File: src/design/assert_macros.svh
// Assertion macros shared by the anti-replay window design.
// Depends on nothing; included by the files that carry assertions.
`ifndef ASSERT_MACROS_SVH
`define ASSERT_MACROS_SVH

// Plain clocked assertion, disabled while reset is asserted.
`define ARW_ASSERT(name, clk, rst_n, prop, msg) \
  name: assert property (@(posedge clk) disable iff (!rst_n) (prop)) \
    else $error(msg);

// Condition in one cycle implies an expression in the next cycle.
`define ARW_ASSERT_NEXT(name, clk, rst_n, cond, expr, msg) \
  `ARW_ASSERT(name, clk, rst_n, (cond) |=> (expr), msg)

`endif

File: src/design/arw_pkg.sv
// Package for the anti-replay window: widths, register indexes, codes and
// the configuration and status structs used by the bitmap core.
package arw_pkg;

  localparam int WINDOW_WORDS_DEF = 16;
  localparam int WORD_BITS        = 64;
  localparam int ID_W             = 32;
  localparam int CFG_W            = 5;
  localparam int WORDS_CNT_W      = 7;
  localparam int PADDR_W          = 3;
  localparam int PDATA_W          = 32;

  localparam logic [CFG_W-1:0] WINDOW_WORDS_RST = 5'd1;

  // Register index, taken from paddr bit 2.
  localparam logic REG_WINDOW_WORDS = 1'b0;

  typedef enum logic {
    OP_CHECK  = 1'b0,
    OP_UPDATE = 1'b1
  } op_e;

  typedef struct packed {
    logic                   clr;
    logic [WORDS_CNT_W-1:0] words;
  } cfg_t;

  typedef struct packed {
    logic [ID_W-1:0] floor;
  } stat_t;

endpackage

File: src/design/arw_cfg_regs.sv
// APB register block holding window_words and its clamped form.
// Depends on arw_pkg.
module arw_cfg_regs #(
  parameter int WindowWords = arw_pkg::WINDOW_WORDS_DEF
) (
  input  logic                          clk_i,
  input  logic                          rst_ni,
  input  logic                          psel,
  input  logic                          penable,
  input  logic                          pwrite,
  input  logic [arw_pkg::PADDR_W-1:0]   paddr,
  input  logic [arw_pkg::PDATA_W-1:0]   pwdata,
  output logic [arw_pkg::PDATA_W-1:0]   prdata,
  output logic                          pready,
  output arw_pkg::cfg_t                 cfg_o
);

  logic [arw_pkg::CFG_W-1:0]       window_words_q;
  logic [arw_pkg::WORDS_CNT_W-1:0] words_ext;
  logic                            sel_ww;
  logic                            wr_ww;

  assign sel_ww = (paddr[2] == arw_pkg::REG_WINDOW_WORDS);
  assign wr_ww  = psel && penable && pwrite && sel_ww;
  assign pready = 1'b1;

  always_ff @(posedge clk_i or negedge rst_ni) begin
    if (!rst_ni) begin
      window_words_q <= arw_pkg::WINDOW_WORDS_RST;
    end else if (wr_ww) begin
      window_words_q <= pwdata[arw_pkg::CFG_W-1:0];
    end
  end

  assign prdata = sel_ww ? arw_pkg::PDATA_W'(window_words_q) : '0;

  // Zero counts as one word; anything above the built size is cut to it.
  assign words_ext = arw_pkg::WORDS_CNT_W'(window_words_q);

  always_comb begin
    cfg_o.clr = wr_ww;
    if (words_ext == '0) begin
      cfg_o.words = arw_pkg::WORDS_CNT_W'(1);
    end else if (words_ext > arw_pkg::WORDS_CNT_W'(WindowWords)) begin
      cfg_o.words = arw_pkg::WORDS_CNT_W'(WindowWords);
    end else begin
      cfg_o.words = words_ext;
    end
  end

endmodule

File: config.mk
export PLATFORM = sky130hd
export DESIGN_NAME = arw_cfg_regs
export DESIGN_NICKNAME = d
export VERILOG_FILES = /design/src/design/assert_macros.svh /design/src/design/arw_pkg.sv /design/src/design/arw_cfg_regs.sv
export SDC_FILE = /design/constraint.sdc
export NUM_CORES = 1
export LEC_CHECK = 0
export ABC_AREA = 1
export ABC_CLOCK_PERIOD_IN_PS = 2600
export BUFFER_PORTS_ARGS = -buffer_cell sky130_fd_sc_hd__buf_2
export CORE_MARGIN = 10
export CORE_UTILIZATION = 32
export CTS_BUF_LIST = sky130_fd_sc_hd__clkbuf_8
export CTS_CLUSTER_SIZE = 25
export DETAILED_ROUTE_END_ITERATION = 8
export PLACE_DENSITY = 0.91
export SETUP_SLACK_MARGIN = 0.02
export SKIP_CTS_REPAIR_TIMING = 1
export SLEW_MARGIN = 20
export SYNTH_ARGS = -nofsm -noshare
export SYNTH_HDL_FRONTEND = slang
export SYNTH_SLANG_ARGS = --single-unit
File: constraint.sdc
create_clock -name clk_i -period 2.6 [get_ports clk_i]
set_input_delay 0.52 -clock clk_i [delete_from_list [all_inputs] [get_ports clk_i]]
set_output_delay 0.52 -clock clk_i [all_outputs]
set_load 0.01 [all_outputs]
==> metrics.md, run 1 <==
| Metric | Value |
|---|---|
| Clock Tree Buf Depth | 2 |
| DR vias/cell | 3.67 |
| Drt pass-1 iters | 4 |
| Worst-path fanout max | 6 |
| Area grow syn2layout | 7.21% |
| Cell row count | 14 |
| Status | completed |
| Yosys cell types | 12 |
| Tightest Hold Check Type | in -> async |
| Die H | 61.0 microns |
| Total Wirelength | 1.24 mm |
| Peak supply drop | between 0.00015 and 0.0002 V |
| Largest net degree at the start of global routing | 8 |
| Initial cell density of the core | a little over a third |
| Number of DRC markers in iteration 0 | 14 |
| Worst Reg-to-Reg Cells | 2 |
| Nets@finish | 139 |
| WP data required | 2.08 ns |
| Max Cap Violations | 0 |
| Post-DP HPWL | 1.16 mm |
| Period utilization | 63.4% |
| Most frequent cells in the layout | conb_1, buf_2, nand2_1 |
| Total power | 0.362 mW |
| Synth Instances | 77 |
| Synth Area in XOR/XNOR | 0% |
| Final setup vio count | 0 |
| Sequential-to-total area share from yosys stat | 23.5% |
| Core region area | 0.00154 sq mm |
| Mapped Area | about 540 sq um |
| Post-synthesis mux area share | 0% |
| Synth warnings | 0 |
| Critical path class | in -> out |
| Largest regs | window_words_q (5) |
| RSZ-0062 raised after global routing | no |
| Worst setup margin | 0.953 ns |
| Largest Register | window_words_q |
| Setup TNS | 0 ns |
| Critical path arrival | 1.13 ns |
| Power Density | 627 mW/mm^2 |
| Ports | 81 |
| ANT cells | 0 |
| Leakage dissipation | 0.400 nW |
| GR Overflow Total | 0 |
| Clock transition at path regs | 0.03 ns |
| Largest family of logic cells by synthesized area | buffers and inverters |
| Die X | 61.0 microns |
| Final ANT Viol Nets | 0 |
| Max FFs per register | 5 |
| Max Slew Vio Count | 0 |
| CTS tree | done |
| TritonCTS sink count | 5 |
| # DRC | 0 |
| Mean Syn Cell Area | between 6 and 7 sq um |
| Clock Tree Root | clkbuf_8 |
| IO Port Bufs | 21 |
| CTS Buf Count | 3 |
| Initial antenna violation count | 0 |
| Commonest non-fill, non-tap cell in the layout | conb_1 |
| Final Skew | 0 ns |
| Via count | 418 |
| Seq cells post-synth | 5 |
| Vias in the first global route | between 300 and 400 |
| Htree depth | 1 |
| Final Hold Violating Endpoints | 0 |
| Post-synthesis compound-gate area fraction | 2.79% |
| Simple-gate area share of the yosys netlist | 22.8% |
| First-pass GRT wire length | 1.52 mm |
| Area share of fa/ha/maj cells after synthesis | 0% |
| Fmax | 607 MHz |
| Drt wl/cell | 10.9 microns |
| Min Tclk post-route | 1.65 ns |
| Critical path capture point type | output pin |
| Clk_lat worst skew | ~0.22 ns |
| Total Routing Usage GR | approximately 5.6% |
| Startpoint Class | input pin |
| DP Worst Slack | 0.948 ns |
| Die area | about 0.0037 sq mm |
| Final GP Congestion | 0.669 |
| Share of layout cells above drive strength 1 | 27.6% |
## path summary, 6_finish.rpt
| path | startpoint | endpoint | slack (ns) |
|---|---|---|---|
| worst max-delay path | paddr[2] | cfg_o[7] | 0.95 |
| worst min-delay path | rst_ni | window_words_q[2] | 0.11 |
| worst max register to register | window_words_q[0] | window_words_q[0] | 1.90 |
| worst min register to register | window_words_q[0] | window_words_q[0] | 0.47 |
| max in group asynchronous | rst_ni | window_words_q[0] | 2.28 |
| min in group clk_i | window_words_q[0] | window_words_q[0] | 0.47 |
## per-stage QoR
stage	cells	hold slack [ns]	util, %	area [sq um]
6_report	114	0.105	37.4	577
5_1_grt	114	0.0991	37.4	577
4_1_cts	114	0.108	37.4	577
3_5_place_dp	110	0.337	34.5	532
3_3_place_gp	110	0.330	34.5	532
2_1_floorplan	105	0.224	-	643
## synth_stat cells
cell      number  area, sq um
conb_1         2         7.51
dfstp_2        1         26.3
nor2_4         1         11.3
nor2_1         8         30.0
nand3_1        5         25.0
buf_4         31          233
inv_1          8         30.0
clkbuf_1       1         3.75
nand2_4        1         11.3
nand2_1       12         45.0
dfrtp_1        4          100
a21oi_1        3         15.0
## metal layers
layer	routed length (microns)	share of wire (%)	up-vias	track usage [%]
li1	-	-	209	-
met5	0	0	-	0
met3	326	26	3	5.22
met2	453	37	41	7.71
met1	435	35	165	5.15
met4	22	1.8	0	3.76
## worst max-delay path: stages
cell     delay (ns)
buf_2          0.14
nor2_4         0.20
nand2_4        0.09
inv_1          0.05
buf_2          0.12
## layout make-up
cell class              count  area, sq um
multi-input cells          60          250
clock inverters             1         3.75
flip-flops and latches      5          126
fillers                   172          965
repair buffers             21          105
inverters                   8         30.0
clock buffers               3         41.3
well taps                  16         20.0
## report_power, final
| part | leakage [nW] | internal [mW] | total, mW | switching, mW |
|---|---|---|---|---|
| registers | 0.0608 | 0.0952 | 0.109 | 0.0142 |
| logic | 0.312 | 0.0396 | 0.116 | 0.0763 |
| clock network | 0.0269 | 0.101 | 0.137 | 0.0357 |
| total | 0.400 | 0.236 | 0.362 | 0.126 |
## logic make-up (layout without fill, tap and decap cells)
group	count (synthesis)	in the layout
DFF	5	5
buffers and inverters	40	33
other	2	30
and+or+nand+nor	27	27
AOI/OAI and AO/OA	3	3
Note: power is estimated with default switching activity, not from simulation.
==> run 2: changes to the inputs <==
- ABC_CLOCK_PERIOD_IN_PS: 2600 -> 1600
- CORE_UTILIZATION: 32 -> 30
- PLACE_DENSITY: 0.91 -> 0.86
- clock period: 2.6 -> 1.6 ns (I/O delays scaled with it)
==> metrics.md, run 2 (synthesized netlist as in run 1, its figures left out) <==
| Metric | Value |
|---|---|
| Max Slew Vio Count | 0 (unchanged) |
| Final setup vio count | 0 (unchanged) |
| Final Hold Violating Endpoints | 0 (unchanged) |
| Die H | 62.4 microns (+2.2%) |
| # DRC | 0 (unchanged) |
| Status | completed |
| Largest regs | window_words_q (5) |
| Worst setup margin | 0.180 ns (-0.773 ns) |
| Fin util | 35.0% (-2.4 points) |
| TritonCTS sink count | 5 (unchanged) |
| Total Routing Usage GR | 6.03% (+0.47 points) |
| Initial cell density of the core | 31.5% (-3.4 points) |
| Vias in the first global route | 446 (+17%) |
| Final GP Congestion | 0.685 (+2.5%) |
| WP data required | 1.28 ns (-0.80 ns) |
| Critical path class | reg -> out |
| Nets@finish | 140 (+0.72%) |
| Critical path arrival | 1.10 ns (-0.03 ns) |
| Clock Tree Root | clkbuf_8 |
| Critical path capture point type | output pin |
| Htree depth | 1 (unchanged) |
| Largest Register | window_words_q |
| Min Tclk post-route | 1.42 ns |
| CTS Buf Count | 3 (unchanged) |
| Die X | 62.4 microns (+2.2%) |
| Post-DP HPWL | 1.21 mm (+4.3%) |
| Number of DRC markers in iteration 0 | 6 (-8) |
| RSZ-0062 raised after global routing | no |
| Final Skew | 0 ns (unchanged) |
| Final ANT Viol Nets | 0 (unchanged) |
| Leakage dissipation | 0.404 nW (+1.0%) |
| Clock Tree Buf Depth | 2 (unchanged) |
| Worst-path fanout max | 3 (-3) |
| Commonest non-fill, non-tap cell in the layout | conb_1 |
| Clock transition at path regs | 0.03 ns (about the same) |
| Power Density | 994 mW/mm^2 (+58%) |
| DP Worst Slack | 0.343 ns (-0.604 ns) |
| GR Overflow Total | 0 (unchanged) |
| DR vias/cell | 3.35 (-8.7%) |
| First-pass GRT wire length | 1.88 mm (+24%) |
| CTS tree | done |
| CP max stage cell | dfstp_2 |
| Max FFs per register | 5 (unchanged) |
| Total Wirelength | 1.31 mm (+5.5%) |
| Clk_lat worst skew | 0.22 ns (about the same) |
| Worst Reg-to-Reg Cells | 2 (unchanged) |
| Most frequent cells in the layout | conb_1, buf_2, nand2_1 |
| Share of layout cells above drive strength 1 | 27.3% (-0.28 points) |
| Design Area, Final | 598 sq um (+3.7%) |
| Largest net degree at the start of global routing | 8 (unchanged) |
| Fmax | slightly above 700 MHz |
| ANT cells | 0 (unchanged) |
| Cell depth of the worst hold path | 3 |
| Via count | 415 (-0.72%) |
| Ports | 81 (unchanged) |
| Post-DP Area | 543 sq um (+2.1%) |
| Crit-path cells | nor2_1 > nand2_1 > a21oi_1 > buf_2 |
| Tightest Hold Check Type | in -> reg |
| Core region area | 0.00171 sq mm (+11%) |
| Period utilization | between 80% and 90% |
| Peak supply drop | 0.000351 V (+86%) |
| Cell row count | 15 (+1) |
| Drt pass-1 iters | 2 (-2) |
| IO Port Bufs | 21 (unchanged) |
| Startpoint Class | register |
| Max Cap Violations | 0 (unchanged) |
| Setup TNS | 0 ns (unchanged) |
| Drt wl/cell | 10.5 microns (-3.0%) |
| Die area | 0.00389 sq mm (+4.5%) |
| Initial antenna violation count | 0 (unchanged) |
| Largest stage delay on the critical path | 0.53 ns (+0.33 ns) |
| Area grow syn2layout | 11.2% |
==> run 2: cell count changes in the layout (fill, tap and decap cells not counted) <==
| cell | delta |
|---|---|
| dlygate4sd3_1 | +1 |
==> run 2: area by class of cell <==
type                            instances  area (sq um)
Tap cell                               25          31.3
Multi-Input combinational cell         60           250
Sequential cell                         5           126
Clock inverter                          1          3.75
Timing Repair Buffer                   22           115
Inverter                                8          30.0
Fill cell                             206          1110
Clock buffer                            3          41.3
==> run 2: stage by stage <==
stage               cells  hold slack, ns  total power, mW
finish                124           0.313            0.595
global route          124           0.334            0.640
CTS                   123         -0.0939            0.599
detailed placement    119           0.140            0.370
global placement      119           0.133            0.362
floorplan             105          0.0244            0.352
==> run 2: path summary, 6_finish.rpt <==
kind / startpoint / endpoint / slack [ns]
worst max-delay path: window_words_q[0] / cfg_o[0] / 0.18
worst min-delay path: pwdata[0] / window_words_q[0] / 0.31
worst max register to register: window_words_q[0] / window_words_q[0] / 0.91
worst min register to register: window_words_q[0] / window_words_q[0] / 0.47
max in group asynchronous: rst_ni / window_words_q[0] / 0.95
min in group asynchronous: rst_ni / window_words_q[1] / 0.45
==> run 2: routing by layer <==
layer / global-route usage, % / vias up / wire (microns) / share of wire, %
li1: - / 211 / - / -
met1: 4.97 / 168 / 447 / 34
met2: 8.85 / 32 / 571 / 44
met3: 5.91 / 4 / 260 / 20
met4: 4.19 / 0 / 25 / 1.9
met5: 0 / - / 0 / 0
==> run 2: critical path: cells and delay by family (launching register included) <==
| kind | cells | cell delay [ns] |
|---|---|---|
| flip-flops | 1 | 0.53 |
| AND/OR/NAND/NOR | 2 | 0.13 |
| buffers and inverters | 1 | 0.14 |
| AO/OA/AOI/OAI | 1 | 0.07 |
==> run 2: power breakdown <==
group	internal (mW)	total, mW	switching, mW
clock	0.164	0.225	0.0609
sequential	0.155	0.179	0.0239
combinational	0.0659	0.191	0.125
total	0.385	0.595	0.210
==> run 3: changes to the inputs <==
- PLACE_DENSITY: 0.86 -> 0.82
==> metrics.md, run 3 (synthesized netlist as in run 1, its figures left out) <==
| Metric | Value |
|---|---|
| Status | completed |
| DP Worst Slack | 0.343 ns (+0.0000820 ns) |
| Worst Reg-to-Reg Cells | 2 (unchanged) |
| Core region area | 0.00171 sq mm (unchanged) |
| Final setup vio count | 0 (unchanged) |
| Clock transition at path regs | 0.03 ns (about the same) |
| Initial antenna violation count | 0 (unchanged) |
| Share of layout cells above drive strength 1 | 27.3% (unchanged) |
| Clock Tree Root | clkbuf_8 |
| Worst-path fanout max | 3 (unchanged) |
| Worst setup margin | 0.178 ns (-0.00190 ns) |
| Hold_sp | pwdata[0] |
| Largest Register | window_words_q |
| R2R Path Start | window_words_q[4] |
| TritonCTS sink count | 5 (unchanged) |
| Clock Tree Buf Depth | 2 (unchanged) |
| Die X | 62.4 microns (unchanged) |
| Most frequent cells in the layout | conb_1, buf_2, nand2_1 |
| Clk_lat worst skew | 0.22 ns (about the same) |
| Peak supply drop | 0.000290 V (-17%) |
| Cell row count | 15 (unchanged) |
| DR vias/cell | 3.47 (+3.6%) |
| Ports | 81 (unchanged) |
| GR Overflow Total | 0 (unchanged) |
| Initial cell density of the core | 31.5% (unchanged) |
| CTS tree | done |
| Htree depth | 1 (unchanged) |
| Number of DRC markers in iteration 0 | 13 (+7) |
| Nets@finish | 140 (unchanged) |
| Power Density | 997 mW/mm^2 (+0.25%) |
| Area grow syn2layout | 11.2% (unchanged) |
| # DRC | 0 (unchanged) |
| Total power | 0.596 mW (+0.25%) |
| Post-DP HPWL | 1.15 mm (-5.4%) |
| CTS Buf Count | 3 (unchanged) |
| RSZ-0062 raised after global routing | no |
| Critical path arrival | 1.10 ns (about the same) |
| Commonest non-fill, non-tap cell in the layout | conb_1 |
| Startpoint Class | register |
| Total Routing Usage GR | 5.95% (-0.077 points) |
| Vias in the first global route | 421 (-5.6%) |
| Final Hold Violating Endpoints | 0 (unchanged) |
| Via count | 430 (+3.6%) |
| Final Skew | 0 ns (unchanged) |
| Critical path class | reg -> out |
| Drt pass-1 iters | 3 (+1) |
| R2R setup slack | 0.90 ns (about the same) |
| Largest net degree at the start of global routing | 8 (unchanged) |
| Reg-to-Reg End | window_words_q[4] |
| Max Slew Vio Count | 0 (unchanged) |
| Fmax | 703 MHz (-0.13%) |
| Max Cap Violations | 0 (unchanged) |
| Max FFs per register | 5 (unchanged) |
| Die area | 0.00389 sq mm (unchanged) |
| Critical path capture point type | output pin |
| Final GP Congestion | 0.709 (+3.4%) |
| Tightest Hold Check Type | in -> reg |
| Hold worst-path end | window_words_q[0] |
| Final ANT Viol Nets | 0 (unchanged) |
| Total Wirelength | 1.27 mm (-2.4%) |
| First-pass GRT wire length | 1.86 mm (-1.1%) |
| WP data required | 1.28 ns (about the same) |
| Cell depth of the worst hold path | 3 (unchanged) |
| IO Port Bufs | 21 (unchanged) |
| Min Tclk post-route | 1.42 ns (+0.00190 ns) |
| Fill cell count | 201 (-2.4%) |
| Setup TNS | 0 ns (unchanged) |
| Leakage dissipation | 0.404 nW (unchanged) |
| Period utilization | 88.9% (+0.12 points) |
| ANT cells | 0 (unchanged) |
| Die H | 62.4 microns (unchanged) |
| Largest regs | window_words_q (5) |
| Drt wl/cell | 10.3 microns (-2.4%) |
==> run 3: cell counts in the layout (fill, tap and decap cells not counted) <==
No cell type changed its count.
==> run 3: critical path, stage by stage, from the launching register on <==
cell and delay (ns):
dfstp_2 0.53, nor2_1 0.04, nand2_1 0.09, a21oi_1 0.07, buf_2 0.15
==> run 3: worst max-delay path by stage <==
stage	to	start	depth (start not counted)	slack, ns
finish	cfg_o[0]	window_words_q[0]	4	0.18
global route	cfg_o[0]	window_words_q[3]	4	0.11
CTS	cfg_o[0]	window_words_q[0]	4	0.17
detailed placement	cfg_o[7]	paddr[2]	5	0.34
global placement	cfg_o[7]	paddr[2]	5	0.36
floorplan	cfg_o[0]	window_words_q[0]	2	0.50
==> run 3: cell type report <==
cell class,instances,area [sq um],area share (%)
flip-flops and latches,5,126,21.1
clock buffers,3,41.3,6.90
well taps,25,31.3,5.23
inverters,8,30.0,5.02
multi-input cells,60,250,41.8
clock inverters,1,3.75,0.628
repair buffers,22,115,19.2
==> run 3: layer usage <==
metal	track usage, %	routed length, microns	vias up
li1	-	-	210
met1	5.97	510	181
met2	7.31	493	35
met3	5.38	233	4
met4	5.03	36	0
met5	0	0	-
==> run 3: power by group <==
part           switching, mW  internal [mW]
Sequential            0.0244          0.155
Combinational          0.125         0.0659
Clock                 0.0621          0.164
Total                  0.211          0.385
==> run 3: through the flow <==
step                instances  area (sq um)  hold slack [ns]  util, %
CTS                       123           588          -0.0977     34.4
floorplan                 105           643           0.0244        -
global route              124           598            0.337     35.0
finish                    124           598            0.331     35.0
detailed placement        119           543            0.136     31.8
global placement          119           543            0.132     31.8
